### src/sdf_pkg.sv
// Shared constants and types for the stream_distinct_filter block.
// Used by sdf_cell, stream_distinct_filter, sdf_checker and the testbench; depends on nothing.
package sdf_pkg;

    // Number of store entries, one per cell in the chain.
    localparam int CAPACITY = 32;
    // Width of a slot number and of a fill count that can reach CAPACITY.
    localparam int IDX_W    = (CAPACITY > 1) ? $clog2(CAPACITY) : 1;
    localparam int CNT_W    = $clog2(CAPACITY + 1);

    // Field widths fixed by the interface.
    localparam int VALUE_W  = 32;
    localparam int SLOT_W   = 5;
    localparam int COUNT_W  = 6;

    // Transaction as it travels down the chain of cells.
    typedef struct packed {
        logic [VALUE_W-1:0] value;   // offered value
        logic               done;    // matched or stored in an earlier cell
        logic               is_new;  // stored by one of the cells
        logic [IDX_W-1:0]   slot;    // slot where it was found or stored
        logic [CNT_W-1:0]   count;   // fill count as seen by this transaction
    } t_token;

endpackage

### src/sdf_cell.sv
// One cell of the store: holds one entry and passes the transaction token on.
// Depends on sdf_pkg.
module sdf_cell
    import sdf_pkg::*;
(
    input  logic             i_clk,
    input  logic             i_rst_n,
    input  logic [IDX_W-1:0] i_index,
    input  logic             i_tok_valid,
    input  t_token           i_tok,
    output logic             o_tok_valid,
    output t_token           o_tok
);

    logic [VALUE_W-1:0] r_value;
    logic               r_tok_valid;
    t_token             r_tok;
    t_token             n_tok;
    logic               occupied;
    logic               hit;
    logic               claim;

    // The entry is live only below the fill count carried by the token.
    assign occupied = CNT_W'(i_index) < i_tok.count;
    assign hit      = occupied && (r_value == i_tok.value);
    // The first free entry takes a value that no earlier cell held.
    assign claim    = !occupied && !i_tok.done;

    // Resolve the token against this entry.
    always_comb begin
        n_tok = i_tok;
        if (!i_tok.done) begin
            if (hit) begin
                n_tok.done = 1'b1;
                n_tok.slot = i_index;
            end else if (claim) begin
                n_tok.done   = 1'b1;
                n_tok.is_new = 1'b1;
                n_tok.slot   = i_index;
                n_tok.count  = i_tok.count + CNT_W'(1);
            end
        end
    end

    // Token valid travels with reset; entry and token payload need none.
    always_ff @(posedge i_clk) begin
        if (!i_rst_n) begin
            r_tok_valid <= 1'b0;
        end else begin
            r_tok_valid <= i_tok_valid;
        end
    end

    always_ff @(posedge i_clk) begin
        r_tok <= n_tok;
        if (i_tok_valid && claim) begin
            r_value <= i_tok.value;
        end
    end

    assign o_tok_valid = r_tok_valid;
    assign o_tok       = r_tok;

endmodule

### src/stream_distinct_filter.sv
// Streaming duplicate filter: each accepted transaction carries one value, which walks a chain
// of CAPACITY cells, one cell per clock, and is compared with the entry held there; a value not
// yet held is written into the first free cell and reported as new with its slot number. One
// transaction is in the chain at a time: the next is accepted only once the result has left the
// cell chain and the result register and has moved into the output register, a move that waits
// while the output register is stalled. The output register lets a finished result wait while
// the next transaction is accepted. begin_set empties the store before its own item.
// Depends on sdf_pkg and sdf_cell.
module stream_distinct_filter
    import sdf_pkg::*;
(
    input  logic                      i_clk,
    input  logic                      i_rst_n,
    input  logic                      i_in_valid,
    output logic                      o_in_ready,
    input  logic signed [VALUE_W-1:0] i_sample_value,
    input  logic                      i_begin_set,
    output logic                      o_out_valid,
    input  logic                      i_out_ready,
    output logic signed [VALUE_W-1:0] o_echo_value,
    output logic                      o_is_new,
    output logic [SLOT_W-1:0]         o_slot_index,
    output logic [COUNT_W-1:0]        o_distinct_count,
    output logic                      o_overflow
);

    typedef struct packed {
        logic [VALUE_W-1:0] value;
        logic               is_new;
        logic [SLOT_W-1:0]  slot;
        logic [COUNT_W-1:0] count;
        logic               overflow;
    } t_result;

    logic            chain_valid [0:CAPACITY];
    t_token          chain_tok   [0:CAPACITY];
    t_token          launch_tok;
    logic            in_accept;
    logic            out_free;
    logic            r_busy;
    logic            n_busy;
    logic [CNT_W-1:0] r_fill;
    logic            r_pend_valid;
    t_result         r_pend;
    t_result         n_pend;
    logic            r_out_valid;
    t_result         r_out;
    t_token          tail;

    assign in_accept  = i_in_valid && o_in_ready;
    assign o_in_ready = !r_busy;
    assign out_free   = !r_out_valid || i_out_ready;

    // Launch token: begin_set restarts the union with an empty store.
    always_comb begin
        launch_tok.value  = $unsigned(i_sample_value);
        launch_tok.done   = 1'b0;
        launch_tok.is_new = 1'b0;
        launch_tok.slot   = '0;
        launch_tok.count  = i_begin_set ? '0 : r_fill;
    end

    assign chain_valid[0] = in_accept;
    assign chain_tok[0]   = launch_tok;

    // The row of cells, each holding one store entry.
    for (genvar g = 0; g < CAPACITY; g++) begin : g_cell
        sdf_cell u_cell (
            .i_clk       (i_clk),
            .i_rst_n     (i_rst_n),
            .i_index     (IDX_W'(g)),
            .i_tok_valid (chain_valid[g]),
            .i_tok       (chain_tok[g]),
            .o_tok_valid (chain_valid[g+1]),
            .o_tok       (chain_tok[g+1])
        );
    end

    assign tail = chain_tok[CAPACITY];

    // Turn the token leaving the last cell into a result; unresolved means the store is full.
    always_comb begin
        n_pend.value    = tail.value;
        n_pend.is_new   = tail.is_new;
        n_pend.slot     = tail.done ? SLOT_W'(tail.slot) : '0;
        n_pend.count    = COUNT_W'(tail.count);
        n_pend.overflow = !tail.done;
    end

    // The block stays busy until its result has reached the output register.
    always_comb begin
        n_busy = r_busy;
        if (in_accept) begin
            n_busy = 1'b1;
        end else if (r_pend_valid && out_free) begin
            n_busy = 1'b0;
        end
    end

    // Control: busy flag, fill count and the valid bits of result and output registers.
    always_ff @(posedge i_clk) begin
        if (!i_rst_n) begin
            r_busy       <= 1'b0;
            r_fill       <= '0;
            r_pend_valid <= 1'b0;
            r_out_valid  <= 1'b0;
        end else begin
            r_busy <= n_busy;
            if (chain_valid[CAPACITY]) begin
                r_fill       <= tail.count;
                r_pend_valid <= 1'b1;
            end else if (r_pend_valid && out_free) begin
                r_pend_valid <= 1'b0;
            end
            if (r_pend_valid && out_free) begin
                r_out_valid <= 1'b1;
            end else if (i_out_ready) begin
                r_out_valid <= 1'b0;
            end
        end
    end

    // Result payload registers.
    always_ff @(posedge i_clk) begin
        if (chain_valid[CAPACITY]) begin
            r_pend <= n_pend;
        end
        if (r_pend_valid && out_free) begin
            r_out <= r_pend;
        end
    end

    assign o_out_valid      = r_out_valid;
    assign o_echo_value     = $signed(r_out.value);
    assign o_is_new         = r_out.is_new;
    assign o_slot_index     = r_out.slot;
    assign o_distinct_count = r_out.count;
    assign o_overflow       = r_out.overflow;

endmodule

### config.mk
export PLATFORM = sky130hd
export DESIGN_NAME = stream_distinct_filter
export DESIGN_NICKNAME = d
export VERILOG_FILES = /design/src/sdf_pkg.sv /design/src/sdf_cell.sv /design/src/stream_distinct_filter.sv
export SDC_FILE = /design/constraint.sdc
export NUM_CORES = 2
export LEC_CHECK = 0
export CAP_MARGIN = 15
export CORE_MARGIN = 4
export CORE_UTILIZATION = 60
export CTS_CLUSTER_DIAMETER = 100
export DETAILED_ROUTE_END_ITERATION = 12
export DONT_BUFFER_PORTS = 1
export MAX_ROUTING_LAYER = met4
export PLACE_DENSITY_LB_ADDON = 0.15
export SYNTH_ARGS = -nofsm -noshare
export SYNTH_HDL_FRONTEND = slang
export SYNTH_SLANG_ARGS = --single-unit
export TNS_END_PERCENT = 5
### constraint.sdc
create_clock -name i_clk -period 4.9 [get_ports i_clk]
set_input_delay 0.98 -clock i_clk [delete_from_list [all_inputs] [get_ports i_clk]]
set_output_delay 0.98 -clock i_clk [all_outputs]
set_load 0.02 [all_outputs]
**After elaboration in Yosys (flattened, before gate mapping)**

Cells that the tools add are included.
Widths: inputs -> output; s select.

- Multiplexer cells: 163
- Add/subtract/negate cells: 32
- $lt $le $gt $ge: 32
- Equality and inequality tests: 32
- Reduce and logical (&&, ||, !) cells: 198

Operators with widths:

| operator | number |
|---|---|
| $eq 32x32->1 | 32 |
| $mux 13 | 32 |
| $mux 12 | 31 |
| $mux 6 | 33 |
| $add 6x1->6 const B | 32 |
| $mux 5 | 31 |
| $logic_and 1x1->1 | 97 |
| $lt 5x6->1 const A | 16 |
| $logic_not 1->1 | 66 |
| $reduce_or 2->1 | 31 |
| $lt 4x6->1 const A | 8 |
| $mux 1 | 36 |
| $lt 3x6->1 const A | 4 |
| $lt 1x6->1 const A | 2 |
| $lt 2x6->1 const A | 2 |
| $reduce_bool 2->1 | 3 |
| $logic_or 1x1->1 | 1 |

- Output and inout port bits: 47
- Register bits: 2595
- Bits of input ports: 37

**Logic depth before layout (Yosys ltp)**

- Depth after elaboration: 6
- Mapped depth: 8
- Gate-level depth less buffers: 7

**Cells and area by module**

Synthesis repeated with hierarchy kept, for this count alone.

- Cells, all modules: 5991
- Area total of the unflattened synthesis: 90207.8 um^2

Modules (own cells, without submodules):

| module | area an instance (um^2) | times used | cells each | sequential area each (um^2) |
|---|---|---|---|---|
| sdf_cell (g_cell[0].u_cell ...) | 2718.9 | 17 | 182 | 1881.8 |
| sdf_cell (g_cell[25].u_cell ...) | 2723.9 | 15 | 184 | 1881.8 |
| stream_distinct_filter | 3129.3 | 1 | 137 | 2882.8 |

**Worst setup path before layout**

OpenSTA, ideal clock, no wires.

- Kind: in2reg
- Start point: in i_out_ready
- End point: reg r_out (netlist bit o_distinct_count[0]) (enable)
- Setup time: 454 ps
- Cell stages on the path: 2
- Path buffers: 0
- Path slack: 1355 ps
- Data arrival time: 3090 ps
- Cell sequence: nor2b_1 -> nor2b_1

- Cells in the longest elaborated chain, start to end: 2

Ends and longest elaborated chain:

| what | RTL line | source |
|---|---|---|
| start, declared | stream_distinct_filter.sv:19 | `input logic i_out_ready,` |
| $logic_or 1x1->1 | stream_distinct_filter.sv:52 | `assign out_free = !r_out_valid \|\| i_out_ready;` |
| $logic_and 1x1->1 | stream_distinct_filter.sv:128 | `if (r_pend_valid && out_free) begin` |
| end signal, assigned | stream_distinct_filter.sv:129 | `r_out <= r_pend;` |
| end, declared | stream_distinct_filter.sv:47 | `t_result r_out;` |

Every way passes these cells.
A chain may end at the register's enable or synchronous reset.

==> results by group <==
Run status
  • Status: complete, no violations

Clocking
  • Total CTS buffers: 231
  • Cts hold-fix bufs: 0
  • CTS tree: yes
  • Post-CTS Setup Inserts: 0
  • Longest Clk Path Bufs: 3
  • CTS sink count: 2,564
  • Clock-pin slew on the worst setup and hold paths: 70 ps
  • Clk_lat worst skew: 820 ps
  • Post-CTS sizing: 0
  • H-Tree Depth: 4
  • Clock root cell: clkbuf_16

STA
  • Final hold violation count: 0
  • Setup ws final: 2280 ps
  • Slew margin rel.: 24.0%
  • Setup TNS: 0 ps
  • Slew Limit Fails: 0
  • Final worst-path cycle share: 53.5%
  • RSZ-0062 raised after global routing: no
  • Setup Viol. Count Final: 0
  • Worst-case clock skew: 25.5 ps
  • Max Fclk: 382 MHz
  • Worst-margin pin slew: 1130 ps
  • Final min period: 2620 ps

Layout
  • Core Util, Final: 68.4%
  • Fillcell total: 8,645
  • Layout cells sized above 1: 9.55%
  • Multi-input gate area: 15,800 sq um
  • P&R area growth vs syn: 13.0%
  • Layout Nets: 4,945
  • Register Area: 62,500 sq um

Setup path
  • CP Max Fanout: 6
  • WP buf/inv: 0
  • CP Class: flop to flop
  • Flop2flop setup slack: 2280 ps
  • Worst path arrival time: 3320 ps
  • CP Cell Sequence: xnor2_1 > nand4_1 > nor4_1 > a21boi_0 > o21a_1
  • Slowest cell delay on critical path: 990 ps
  • CP startpoint: g_cell[24].u_cell.r_value[20]$_DFFE_PP_
  • Crit end category: flop
  • Worst R2R End: g_cell[24].u_cell.o_tok[7]$_DFF_P_
  • Critical-path top delay cell: nor4_1
  • Worst R2R Path Depth: 5
  • Cell family with the largest share of critical-path delay: simple AND/OR/NAND/NOR gates
  • Critical path launch point type: flop
  • Critical Path RT: 5600 ps
  • Worst R2R Start: g_cell[24].u_cell.r_value[20]$_DFFE_PP_

GRT
  • Remaining global-route overflow: 0
  • Number of global-route vias before repair: 35,900
  • Largest net degree at the start of global routing: 53
  • GRT Total Usage: 19.0%
  • Initial antenna violation count: 1
  • Wire length of the first global-routing pass: 199 mm

Detailed routing
  • Drt total wl: 124 mm
  • DRC viols: 0
  • Drt wl/cell: 18.1 um
  • DR iter-0 viols: 2,326
  • Detail Route Antenna Nets: 0
  • First-pass detailed-route iteration total: 5
  • Vias: 34,600
  • DR vias/cell: 5.08

Floorplanning
  • Area of the core: 130,000 sq um
  • I/O pin count: 84
  • Die Area: 137,000 sq um
  • Die extent in x: 370 um
  • Die Y: 370 um
  • Starting density of the core: 60.6%
  • Num rows: 132

Logic synthesis
  • Seq/Total Area, Yosys: 79.5%
  • Synth Area per Inst: 16.9 sq um
  • Post-synth top cells: dfxtp_1 (1,450), edfxtp_1 (1,114), xnor2_1 (631)
  • Synth Cell Area: 78,600 sq um
  • Largest cells by area after synthesis: edfxtp_1 (43%), dfxtp_1 (37%), xnor2_1 (7.0%)
  • Post-synth EDFFs: 1,114
  • Synth Flop Type: dfxtp_1
  • Ys async rst share: 0%
  • Post-Syn Nets: 4,736
  • Cell with the most instances after synthesis: dfxtp_1
  • Yosys warns: 0
  • Distinct cells, synth: 54
  • Yosys top cell area share: 42.5%
  • Seq cells post-synth: 2,564
  • Dominant cell type by area after synthesis: edfxtp_1
  • Syn Inst Count: 4,661

Power and ir drop
  • IR drop worst, VDD: 0.000520 V
  • LEAKAGE: 31.6 nW
  • Clock power share: 43.6%
  • Pwr Density: 472 nW/um^2
  • Switching pwr: 8.17 mW
  • Seq pwr share: 55.3%
  • Sw frac: 19.5%
  • Combinational Power Share: 1.0%
  • Cell internal pwr: 33.8 mW
  • Power Total: 42.0 mW

Placement
  • Routability cong.: 0.758
  • Post-place setup slack: 2390 ps
  • Final HPWL from detailed placement: 84.3 mm
  • Number of port buffers: 0

Hold path
  • Hold path depth: 0
  • Worst min path class: input port to flop
  • Hold Crit Start: i_sample_value[25]
  • Hold Path Sink: g_cell[0].u_cell.o_tok[38]$_DFF_P_

Job
  • Max Cap Viol: 0
==> metal layers <==
layer  track usage (%)  vias to the layer above  share of wire, %
met4              5.13                        0               1.9
met1              26.3                    17100                47
met3              3.27                      201               3.3
li1                  -                    16900                 -
met2              29.5                      460                48
met5                 -                        -                 0
==> power by group through the flow <==
stage / Combinational (mW) / Sequential (mW) / Clock [mW]
global route: 0.477 / 23.3 / 19.6
CTS: 0.436 / 23.2 / 18.7
floorplan: 0.364 / 23.5 / 0
detailed placement: 0.427 / 23.7 / 0
finish: 0.431 / 23.2 / 18.3
global placement: 0.421 / 23.7 / 0
==> kinds of logic (layout without fill, tap and decap cells) <==
| family | Yosys count | after routing | synth area share, % |
|---|---|---|---|
| compound gates | 201 | 201 | 1.90 |
| xor+xnor | 1104 | 1104 | 12.3 |
| fa+ha+maj | 38 | 38 | 0.605 |
| buf+inv | 86 | 502 | 0.420 |
| flops | 2564 | 2564 | 79.5 |
| mux | 29 | 29 | 0.406 |
| other cells | 0 | 1 | 0 |
| simple gates | 639 | 639 | 4.89 |
==> cells in the final DEF, fill, tap and decap left out, types with 36 or more instances in the layout <==
master and n:
xnor2_1 631, edfxtp_1 1114, o21bai_1 53, ha_1 38, xor2_1 473, nor4_1 149
nand2b_1 43, clkbuf_16 242, buf_4 36, clkinv_2 56, dfxtp_1 1449, o21a_1 40
nand2_1 48, clkbuf_1 36, and2_1 73, nand4_1 193
==> registers in the layout, indices dropped and copies added, names as in the netlist <==
signal / count
g_cell.u_cell.o_tok: 1409
g_cell.u_cell.o_tok_valid: 32
g_cell.u_cell.r_value: 1024
o_distinct_count: 6
o_echo_value: 32
o_is_new: 1
o_out_valid: 1
o_overflow: 1
o_slot_index: 5
r_busy: 1
r_fill: 6
r_pend: 45
r_pend_valid: 1
==> metrics by stage <==
stage / cell area, sq um / instances / hold slack (ps)
6_report: 88800 / 6820 / 183
5_1_grt: 88800 / 6819 / 121
4_1_cts: 88800 / 6819 / 102
3_5_place_dp: 80800 / 6379 / 338
3_3_place_gp: 80800 / 6379 / 334
2_1_floorplan: 78600 / 4661 / 360
==> how the worst max path moves through the flow <==
stage / depth (start not counted) / slack, ps / endpoint
global route: 5 / 2280 / g_cell[24].u_cell.o_tok[8]$_DFF_P_
detailed placement: 5 / 2390 / g_cell[24].u_cell.o_tok[7]$_DFF_P_
finish: 5 / 2280 / g_cell[24].u_cell.o_tok[7]$_DFF_P_
CTS: 5 / 2380 / g_cell[18].u_cell.o_tok[6]$_DFF_P_
floorplan: 2 / 1360 / o_distinct_count[0]$_DFFE_PP_
global placement: 5 / 2400 / g_cell[18].u_cell.o_tok[6]$_DFF_P_
==> layout make-up <==
cell class | count | area share [%]
inverter | 26 | 0.110
antenna | 1 | 0.00282
clock inverter | 129 | 1.50
timing repair buffer | 36 | 0.304
clock buffer | 311 | 7.48
multi-input combinational | 2011 | 17.8
sequential | 2564 | 70.3
tap | 1742 | 2.45
No activity file was read; power rests on OpenSTA's default activity.
